<file path="src/tce_pkg.sv">
package tce_pkg;

   localparam int CENTER_W    = 6;
   localparam int JUMP_W      = 6;
   localparam int MINRUN_W    = 7;
   localparam int CSR_IDX_W   = 1;
   localparam int CSR_DATA_W  = 7;
   localparam int RSP_TDATA_W = 8;

   localparam logic [CENTER_W-1:0]  CENTER_MAX     = 6'd63;
   localparam logic [CSR_IDX_W-1:0] REG_JUMP_LIMIT = 1'd0;
   localparam logic [CSR_IDX_W-1:0] REG_MIN_RUN    = 1'd1;

   localparam logic [JUMP_W-1:0]   JUMP_RESET   = 6'd3;
   localparam logic [MINRUN_W-1:0] MINRUN_RESET = 7'd2;

   // held-row bookkeeping
   localparam logic [1:0] SEEN_NONE  = 2'd0;
   localparam logic [1:0] SEEN_FIRST = 2'd1;
   localparam logic [1:0] SEEN_MID   = 2'd2;

   typedef enum logic [1:0] {
      ST_IDLE,
      ST_SCAN,
      ST_CENTER,
      ST_COMMIT
   } tce_state_type;

   typedef struct packed {
      logic load;
      logic step;
      logic calc;
      logic commit;
   } tce_cmd_type;

   typedef struct packed {
      logic scan_done;
      logic queue_empty;
   } tce_status_type;

   typedef struct packed {
      logic [CENTER_W-1:0] center;
      logic                frame_end;
   } tce_result_type;

   function automatic logic [CENTER_W-1:0] absdiff(input logic [CENTER_W-1:0] a,
                                                    input logic [CENTER_W-1:0] b);
      return (a >= b) ? (a - b) : (b - a);
   endfunction

endpackage

</file>
<file path="src/tce_ctrl.sv">
module tce_ctrl (
   input  logic                 clock,
   input  logic                 reset,
   input  logic                 req_tvalid,
   output logic                 req_tready,
   input  tce_pkg::tce_status_type status,
   output tce_pkg::tce_cmd_type    cmd
);
   import tce_pkg::*;

   tce_state_type state_ff, state_in;

   always_ff @(posedge clock) begin
      if (reset) begin
         state_ff <= ST_IDLE;
      end else begin
         state_ff <= state_in;
      end
   end

   always_comb begin
      state_in = state_ff;
      case (state_ff)
         ST_IDLE: begin
            if (req_tvalid) state_in = ST_SCAN;
         end
         ST_SCAN: begin
            if (status.scan_done) state_in = ST_CENTER;
         end
         ST_CENTER: begin
            state_in = ST_COMMIT;
         end
         ST_COMMIT: begin
            // wait until both result slots are free
            if (status.queue_empty) state_in = ST_IDLE;
         end
         default: begin
            state_in = ST_IDLE;
         end
      endcase
   end

   always_comb begin
      req_tready = 1'b0;
      cmd        = '0;
      case (state_ff)
         ST_IDLE: begin
            req_tready = 1'b1;
            cmd.load   = req_tvalid;
         end
         ST_SCAN: begin
            cmd.step = !status.scan_done;
         end
         ST_CENTER: begin
            cmd.calc = 1'b1;
         end
         ST_COMMIT: begin
            cmd.commit = status.queue_empty;
         end
         default: begin
            req_tready = 1'b0;
         end
      endcase
   end

endmodule

</file>
<file path="src/tce_dp.sv">
module tce_dp #(
   parameter int ROW_WIDTH = 32,
   parameter int TDATA_W   = 32
) (
   input  logic                                clock,
   input  logic                                reset,
   input  logic [TDATA_W-1:0]                  req_tdata,
   input  logic                                req_tlast,
   input  logic                                csr_we,
   input  logic [tce_pkg::CSR_IDX_W-1:0]       csr_index,
   input  logic [tce_pkg::CSR_DATA_W-1:0]      csr_wdata,
   input  tce_pkg::tce_cmd_type                cmd,
   output logic                                scan_done,
   output logic                                push0,
   output logic                                push1,
   output tce_pkg::tce_result_type             res0,
   output tce_pkg::tce_result_type             res1
);
   import tce_pkg::*;

   localparam int IW = $clog2(ROW_WIDTH);
   localparam int JW = $clog2(ROW_WIDTH + 1);
   localparam int CW = $clog2(2 * ROW_WIDTH + 1);
   localparam int SW = CW + 2;
   localparam int KW = (CW > MINRUN_W) ? CW : MINRUN_W;

   // configuration
   logic [JUMP_W-1:0]   jump_ff, jump_in;
   logic [MINRUN_W-1:0] minr_ff, minr_in;

   // scan state
   logic [ROW_WIDTH-1:0] row_ff, row_in;
   logic [JW-1:0]        j_ff, j_in;
   logic [CW-1:0]        blk_ff, blk_in;
   logic [CW-1:0]        run_ff, run_in;
   logic [CW-1:0]        tot_ff, tot_in;
   logic [CW-1:0]        wht_ff, wht_in;
   logic signed [SW-1:0] whites_ff, whites_in;
   logic                 bfirst_ff, bfirst_in;
   logic                 done_ff, done_in;
   logic                 last_ff, last_in;
   logic [CENTER_W-1:0]  raw_ff, raw_in;

   // row-to-row state
   logic [CENTER_W-1:0] prior_ff, prior_in;
   logic [CENTER_W-1:0] held_ff, held_in;
   logic [1:0]          seen_ff, seen_in;

   logic                 px;
   logic [CW-1:0]        blk_inc, wht_inc;
   logic                 blk_ok, wht_ok, blk_now_ok, run_ok, brk;
   logic [JW-1:0]        j_next;
   logic signed [SW-1:0] csum;
   logic [CENTER_W-1:0]  cur, fin;
   logic [CENTER_W:0]    pair_sum;

   assign px         = row_ff[j_ff[IW-1:0]];
   assign blk_inc    = blk_ff + 1'b1;
   assign wht_inc    = wht_ff + 1'b1;
   assign blk_ok     = KW'(blk_inc) >= KW'(minr_ff);
   assign blk_now_ok = KW'(blk_ff) >= KW'(minr_ff);
   assign wht_ok     = KW'(wht_inc) >= KW'(minr_ff);
   assign run_ok     = KW'(run_ff) >= KW'(minr_ff);
   assign scan_done  = done_ff;

   // one pixel per step
   always_comb begin
      row_in    = row_ff;
      j_in      = j_ff;
      blk_in    = blk_ff;
      run_in    = run_ff;
      tot_in    = tot_ff;
      wht_in    = wht_ff;
      whites_in = whites_ff;
      bfirst_in = bfirst_ff;
      done_in   = done_ff;
      last_in   = last_ff;
      brk       = 1'b0;
      j_next    = j_ff + 1'b1;
      if (cmd.load) begin
         row_in    = req_tdata[ROW_WIDTH-1:0];
         bfirst_in = req_tdata[0];
         last_in   = req_tlast;
         j_in      = '0;
         blk_in    = '0;
         run_in    = '0;
         tot_in    = '0;
         wht_in    = '0;
         whites_in = '0;
         done_in   = 1'b0;
      end else if (cmd.step) begin
         if (!bfirst_ff) begin
            if (!px) begin
               blk_in = '0;
               if (tot_ff != '0 && run_ok) begin
                  whites_in = whites_ff + $signed(SW'(tot_ff)) - $signed(SW'(run_ff));
                  brk       = 1'b1;
               end else begin
                  whites_in = whites_ff + SW'(1);
               end
            end else begin
               blk_in = blk_inc;
               tot_in = tot_ff + 1'b1;
               if (blk_ok) run_in = blk_inc;
            end
         end else begin
            if (px) begin
               blk_in = blk_inc;
               if (blk_ok) run_in = blk_inc;
            end else begin
               wht_in = wht_inc;
               if (wht_ok && blk_now_ok) begin
                  brk = 1'b1;
               end else if (wht_ok) begin
                  // restart once in white-first mode, back over the white pixels
                  bfirst_in = 1'b0;
                  whites_in = SW'(1);
                  j_next    = JW'(CW'(j_ff) - wht_inc + 1'b1);
               end
            end
         end
         j_in    = j_next;
         done_in = brk || (j_next == JW'(ROW_WIDTH));
      end
   end

   // saturated raw center
   assign csum = whites_ff + $signed(SW'(run_ff >> 1));

   always_comb begin
      raw_in = raw_ff;
      if (cmd.calc) begin
         if (csum < 0) begin
            raw_in = '0;
         end else if (csum > $signed(SW'(CENTER_MAX))) begin
            raw_in = CENTER_MAX;
         end else begin
            raw_in = csum[CENTER_W-1:0];
         end
      end
   end

   // outlier correction
   assign pair_sum = {1'b0, prior_ff} + {1'b0, raw_ff};

   always_comb begin
      cur = held_ff;
      if (seen_ff != SEEN_FIRST && absdiff(held_ff, prior_ff) >= jump_ff) begin
         if (absdiff(prior_ff, raw_ff) >= jump_ff) begin
            cur = prior_ff;
         end else begin
            cur = pair_sum[CENTER_W:1];
         end
      end
      fin = (absdiff(raw_ff, cur) >= jump_ff) ? cur : raw_ff;
   end

   always_comb begin
      prior_in = prior_ff;
      held_in  = held_ff;
      seen_in  = seen_ff;
      push0    = 1'b0;
      push1    = 1'b0;
      res0     = '{center: cur, frame_end: 1'b0};
      res1     = '{center: fin, frame_end: 1'b1};
      if (cmd.commit) begin
         if (seen_ff == SEEN_NONE) begin
            if (last_ff) begin
               push0 = 1'b1;
               res0  = '{center: raw_ff, frame_end: 1'b1};
            end else begin
               held_in = raw_ff;
               seen_in = SEEN_FIRST;
            end
         end else begin
            prior_in = cur;
            push0    = 1'b1;
            if (last_ff) begin
               push1   = 1'b1;
               seen_in = SEEN_NONE;
            end else begin
               held_in = raw_ff;
               seen_in = SEEN_MID;
            end
         end
      end
   end

   always_comb begin
      jump_in = jump_ff;
      minr_in = minr_ff;
      if (csr_we) begin
         case (csr_index)
            REG_JUMP_LIMIT: jump_in = csr_wdata[JUMP_W-1:0];
            REG_MIN_RUN:    minr_in = csr_wdata[MINRUN_W-1:0];
            default:        jump_in = jump_ff;
         endcase
      end
   end

   always_ff @(posedge clock) begin
      if (reset) begin
         jump_ff  <= JUMP_RESET;
         minr_ff  <= MINRUN_RESET;
         prior_ff <= '0;
         held_ff  <= '0;
         seen_ff  <= SEEN_NONE;
         done_ff  <= 1'b0;
      end else begin
         jump_ff  <= jump_in;
         minr_ff  <= minr_in;
         prior_ff <= prior_in;
         held_ff  <= held_in;
         seen_ff  <= seen_in;
         done_ff  <= done_in;
      end
   end

   always_ff @(posedge clock) begin
      row_ff    <= row_in;
      j_ff      <= j_in;
      blk_ff    <= blk_in;
      run_ff    <= run_in;
      tot_ff    <= tot_in;
      wht_ff    <= wht_in;
      whites_ff <= whites_in;
      bfirst_ff <= bfirst_in;
      last_ff   <= last_in;
      raw_ff    <= raw_in;
   end

endmodule

</file>
<file path="src/tce_outq.sv">
module tce_outq (
   input  logic                                clock,
   input  logic                                reset,
   input  logic                                push0,
   input  logic                                push1,
   input  tce_pkg::tce_result_type             res0,
   input  tce_pkg::tce_result_type             res1,
   output logic                                empty,
   output logic                                rsp_tvalid,
   input  logic                                rsp_tready,
   output logic [tce_pkg::RSP_TDATA_W-1:0]     rsp_tdata,
   output logic                                rsp_tlast
);
   import tce_pkg::*;

   tce_result_type head_ff, head_in;
   tce_result_type tail_ff, tail_in;
   logic [1:0]     count_ff, count_in;
   logic           pop;

   assign pop        = rsp_tvalid && rsp_tready;
   assign empty      = (count_ff == 2'd0);
   assign rsp_tvalid = !empty;
   assign rsp_tdata  = RSP_TDATA_W'(head_ff.center);
   assign rsp_tlast  = head_ff.frame_end;

   // pushes arrive only into an empty queue
   always_comb begin
      head_in  = head_ff;
      tail_in  = tail_ff;
      count_in = count_ff;
      if (pop) begin
         head_in  = tail_ff;
         count_in = count_ff - 1'b1;
      end else if (push0) begin
         head_in  = res0;
         tail_in  = res1;
         count_in = push1 ? 2'd2 : 2'd1;
      end
   end

   always_ff @(posedge clock) begin
      if (reset) begin
         count_ff <= 2'd0;
      end else begin
         count_ff <= count_in;
      end
   end

   always_ff @(posedge clock) begin
      head_ff <= head_in;
      tail_ff <= tail_in;
   end

endmodule

</file>
<file path="src/track_center_extractor.sv">
// Track center extractor.
// Input channel req_*: one image row per item, bit k of req_tdata is pixel k
// (1 black, 0 white); req_tlast marks the final row of a frame.
// Result channel rsp_*: one corrected center per row in rsp_tdata[5:0];
// rsp_tlast marks the result for the frame's last row. A row's center leaves
// when the following row has been scanned, since correction looks at the next
// raw center; a last row releases two results at once (one in a one-row frame).
// Configuration: csr_we with csr_index 0 writes jump_limit, index 1 min_run.
// Sequence: an item is accepted, then the pixel scan runs at one pixel per
// cycle (a black-first restart re-visits pixels), then the scan end is seen,
// the raw center is computed and the commit follows; results are valid the
// cycle after the commit. A new row is accepted only after the previous commit.
// req_tready is high only while the block waits for a row.
// Results go into a two-entry output queue; a new row is accepted and scanned
// while earlier results still wait there. When the receiver stalls, the
// commit holds until the queue has drained, and req_tready stays low meanwhile.
// Reset clears the queue, the held row and the registers to their defaults.
module track_center_extractor #(
   parameter int ROW_WIDTH = 32
) (
   input  logic                                clock,
   input  logic                                reset,
   input  logic                                req_tvalid,
   output logic                                req_tready,
   // row_pixels
   input  logic [((ROW_WIDTH + 7) / 8) * 8-1:0] req_tdata,
   input  logic                                req_tlast,
   output logic                                rsp_tvalid,
   input  logic                                rsp_tready,
   // center, zero padded to a byte
   output logic [tce_pkg::RSP_TDATA_W-1:0]     rsp_tdata,
   output logic                                rsp_tlast,
   input  logic                                csr_we,
   input  logic [tce_pkg::CSR_IDX_W-1:0]       csr_index,
   input  logic [tce_pkg::CSR_DATA_W-1:0]      csr_wdata
);
   import tce_pkg::*;

   localparam int TDATA_W = ((ROW_WIDTH + 7) / 8) * 8;

   tce_cmd_type    cmd;
   tce_status_type status;
   tce_result_type res0, res1;
   logic           scan_done, queue_empty;
   logic           push0, push1;

   // controller sees only the scan-done and queue-empty status
   assign status.scan_done   = scan_done;
   assign status.queue_empty = queue_empty;

   tce_ctrl u_ctrl (
      .clock      (clock),
      .reset      (reset),
      .req_tvalid (req_tvalid),
      .req_tready (req_tready),
      .status     (status),
      .cmd        (cmd)
   );

   tce_dp #(
      .ROW_WIDTH (ROW_WIDTH),
      .TDATA_W   (TDATA_W)
   ) u_dp (
      .clock     (clock),
      .reset     (reset),
      .req_tdata (req_tdata),
      .req_tlast (req_tlast),
      .csr_we    (csr_we),
      .csr_index (csr_index),
      .csr_wdata (csr_wdata),
      .cmd       (cmd),
      .scan_done (scan_done),
      .push0     (push0),
      .push1     (push1),
      .res0      (res0),
      .res1      (res1)
   );

   tce_outq u_outq (
      .clock      (clock),
      .reset      (reset),
      .push0      (push0),
      .push1      (push1),
      .res0       (res0),
      .res1       (res1),
      .empty      (queue_empty),
      .rsp_tvalid (rsp_tvalid),
      .rsp_tready (rsp_tready),
      .rsp_tdata  (rsp_tdata),
      .rsp_tlast  (rsp_tlast)
   );

endmodule

</file>
<file path="config.mk">
export PLATFORM = sky130hd
export DESIGN_NAME = track_center_extractor
export DESIGN_NICKNAME = d
export VERILOG_FILES = /design/src/tce_pkg.sv /design/src/tce_ctrl.sv /design/src/tce_dp.sv /design/src/tce_outq.sv /design/src/track_center_extractor.sv
export SDC_FILE = /design/constraint.sdc
export NUM_CORES = 1
export LEC_CHECK = 0
export BUFFER_PORTS_ARGS = -buffer_cell sky130_fd_sc_hd__buf_2
export CAP_MARGIN = 0
export CORE_ASPECT_RATIO = 0.7
export CORE_MARGIN = 8
export CORE_UTILIZATION = 50
export CTS_CLUSTER_DIAMETER = 200
export DETAILED_ROUTE_END_ITERATION = 6
export PLACE_DENSITY_LB_ADDON = 0.1
export SKIP_LAST_GASP = 1
export SLEW_MARGIN = 20
export SYNTH_ARGS = -nofsm -noshare
export SYNTH_HDL_FRONTEND = slang
export SYNTH_SLANG_ARGS = --single-unit
</file>
<file path="constraint.sdc">
create_clock -name clock -period 18.8 [get_ports clock]
set_input_delay 2.82 -clock clock [delete_from_list [all_inputs] [get_ports clock]]
set_output_delay 2.82 -clock clock [all_outputs]
set_load 0.005 [all_outputs]
</file>
==> metrics.yaml <==
status:
  outcome: "completed"
worst_setup_path:
  crit_path_max_fanout: 12
  path_buf_inv: 1
  cp.arrival_ps: 8790
  crit_family: "compound AO/OA/AOI/OAI gates"
  path_class: "register to register"
  required_ps: 18980
  slowest_stage: "o221ai_1"
  worst_setup_path_start_kind: "register"
  cpMostUsedCell: "a21oi_1"
  cpPeakStageDelay_ps: 740
  end_kind: "register"
place:
  hpwl_um: 17900
  place.gp.congestion: 0.895
  placed_cell_area_um2: 9630
  portBuffers: 54
  place_ws_ps: 10280
synthesis:
  synth_top_area_share_pct: 17.3
  ys_ff_latch: 128
  synthFlopType: "dfxtp_1"
  async_flop_share_pct: 0
  synth_area_leaders: "edfxtp_1 (17%), dfxtp_1 (16%), ha_1 (16%)"
  yosysSeqAreaShare_pct: 33.7
  syn_area_um2: 9190
  yosys_warnings: 0
  synth_cells: 978
  synthDistinctLibCells: 65
  synth_edf_count: 53
  yosysTopAreaCell: "edfxtp_1"
  avgSynthCellArea_um2: 9.39
floorplanning:
  die_width_um: 178
  die-area_um2: 23000
  core_area_um2: 18000
  pin_count: 57
  die-height_um: 129
  rows: 41
  initial_core_util_pct: 51.0
power_and_ir_drop:
  p_switching_uw: 469
  netSwitchingFraction_pct: 38.8
  pwr-share-clk_pct: 27.5
  power_density_nw_per_um2: 118
  ir_drop_mv: 0.0918
  p_comb_share_pct: 40.1
  seq_power_share_pct: 32.4
  internal_power_uw: 741
  leakage_nw: 4.37
timing:
  slew-limit-headroom_pct: 38.0
  clock.fmax_mhz: 116
  worst_pin_slew_ps: 931
  finalCritPeriodShare_pct: 45.8
  finalWorstSetupSlack_ps: 10200
  slew_viol_final: 0
  tns_ps: 0
  finalCriticalPeriod_ps: 8600
  hold_violations: 0
  grt_setup_unrepaired: "no"
  skew_ps: 13.0
  finalSetupViolCount: 0
drt:
  drtIter0Drc: 562
  wire_per_inst_um: 18.2
  via_count: 7133
  routed_wl_um: 23200
  drtAntennaViolNets: 0
  first_pass_iters: 5
  drc: 0
  vias_per_cell: 5.62
clock_tree:
  clk_pin_slew_worst_paths_ps: 70
  htreeDepth: 4
  clock_latency_ps: 430
  cts_buffer_depth: 2
  postCtsResizedCells: 0
  cts_tree: "built"
  clock-sinks: 128
  clockRootBuffer: "clkbuf_16"
  post-cts-setup-buffer-count: 0
  numCtsBuffers: 17
  cts_hold_buf: 0
final_layout:
  stdcell_area_um2: 10200
  antennaDiodeCount: 0
  area_growth_pct: 11.2
  final_layout_size_suffix_gt1_share_pct: 11.1
  nNetsFinal: 1202
grt:
  antenna_found_initial: 0
  track_usage_pct: 20.8
  overflow: 0
  grt_pass1_wl_um: 37300
  first_global_vias: 6687
  grt_max_degree: 51
run:
  drv_cap: 0
hold_path:
  min-delay-path-class: "register to register"
==> power by group through the flow <==
stage          Combinational, mW  Clock [mW]  Sequential [mW]
2_1_floorplan              0.383           0            0.373
3_3_place_gp               0.479           0            0.396
3_5_place_dp               0.482           0            0.398
4_1_cts                    0.486       0.339            0.392
5_1_grt                    0.543       0.350            0.398
6_report                   0.486       0.332            0.392
==> area by class of cell <==
| class | instances | area (um2) |
|---|---|---|
| clock buffers | 17 | 425 |
| clock inverters | 15 | 166 |
| fillers | 1623 | 7790 |
| inverters | 99 | 372 |
| multi-input cells | 719 | 5580 |
| flip-flops and latches | 128 | 3090 |
| well taps | 236 | 295 |
| repair buffers | 56 | 285 |
==> routing by layer <==
| metal | routed length [um] | up-vias | share of wire (%) | global-route usage (%) |
|---|---|---|---|---|
| met5 | 0 | - | 0 | 0 |
| met4 | 157 | 0 | 0.68 | 4.50 |
| met3 | 1550 | 13 | 6.7 | 5.11 |
| met2 | 8760 | 181 | 38 | 26.9 |
| met1 | 12700 | 3393 | 55 | 33.3 |
| li1 | - | 3546 | - | - |
==> cell usage in the layout (no fill, tap or decap), drive strengths merged, types with 4 or more instances in the layout <==
cell,count
nand4,9
or3,5
o21bai,5
ha,119
o21a,7
a211oi,15
mux4,10
nand2,63
mux2i,39
nor4,4
o211ai,5
inv,109
a31oi,8
a221oi,7
buf,56
nor2b,15
and3,5
a211o,4
a22oi,14
dfxtp,75
mux2,7
nand3,30
a21o,21
o21ai,48
fa,16
a21oi,59
clkbuf,17
xnor2,38
nor3,8
nand2b,12
xor2,20
nor2,91
edfxtp,53
or4,4
==> cell usage after synthesis (3+ instances only) <==
cell / n
nor3_1: 8
nand2_1: 62
o21ai_0: 47
a221oi_1: 7
xnor2_1: 38
and3_1: 5
a22oi_1: 14
mux2i_1: 38
clkbuf_1: 27
nand3_1: 30
o21bai_1: 5
mux2_2: 7
or3_1: 5
a21o_1: 21
a211o_1: 4
ha_1: 119
nand4_1: 8
a31oi_1: 8
dfxtp_1: 75
inv_1: 97
nor2b_1: 15
a21oi_1: 59
fa_1: 16
nor4_1: 4
buf_4: 3
xor2_1: 20
o21a_1: 7
nand2b_1: 12
mux4_2: 10
nor2_1: 90
o211ai_1: 5
or4_1: 4
edfxtp_1: 53
a211oi_1: 15
==> logic make-up (layout without fill, tap and decap cells) <==
logic type,after synthesis,in the layout,synth area share [%]
other cells,1,2,0.0408
mux,56,56,7.70
fa+ha+maj,135,135,19.7
simple gates,258,258,13.3
flops,128,128,33.7
buf+inv,132,187,5.61
xor+xnor,58,58,5.53
compound gates,210,210,14.5
==> worst reg2reg max path, delay by kind of cell (launching register included) <==
kind	cells	cell delay, ps
adder cells (fa/ha/maj)	4	1350
AND/OR/NAND/NOR	5	670
AO/OA/AOI/OAI	15	4140
flip-flops	1	610
XOR/XNOR	2	270
buffers and inverters	1	220
multiplexers	3	1130
==> final timing paths <==
kind	from	to	slack, ps	cells past startpoint
worst min-delay path	u_dp.minr_ff[4]	u_dp.minr_ff[4]	460	2
worst max register to register	u_dp.prior_ff[1]	u_outq.tail_ff[3]	10200	30
worst max-delay path	u_dp.prior_ff[1]	u_outq.tail_ff[3]	10200	30
worst min register to register	u_dp.minr_ff[4]	u_dp.minr_ff[4]	460	2
==> sequential cells by signal, summed over array words and instances, names as in the netlist <==
signal and count:
u_dp.row_ff 32, u_dp.whites_ff 9, u_dp.blk_ff 7, u_dp.minr_ff 7
u_dp.run_ff 7, u_dp.tot_ff 7, u_dp.wht_ff 7, u_dp.held_ff 6
u_dp.j_ff 6, u_dp.jump_ff 6, u_dp.prior_ff 6, u_dp.raw_ff 6
u_outq.rsp_tdata 6, u_outq.tail_ff 6, u_ctrl.state_ff 2, u_dp.seen_ff 2
u_outq.count_ff 2, u_dp.bfirst_ff 1, u_dp.last_ff 1, u_dp.scan_done 1
u_outq.rsp_tlast 1
==> through the flow <==
stage,util (%),power [mW],cells,hold WS (ps)
3_5_place_dp,53.5,0.879,1238,451
6_report,56.7,1.21,1270,460
5_1_grt,56.7,1.29,1270,490
3_3_place_gp,53.5,0.876,1238,448
4_1_cts,56.7,1.22,1270,462
2_1_floorplan,-,0.757,979,435
Note: power is estimated with default switching activity, not from simulation.
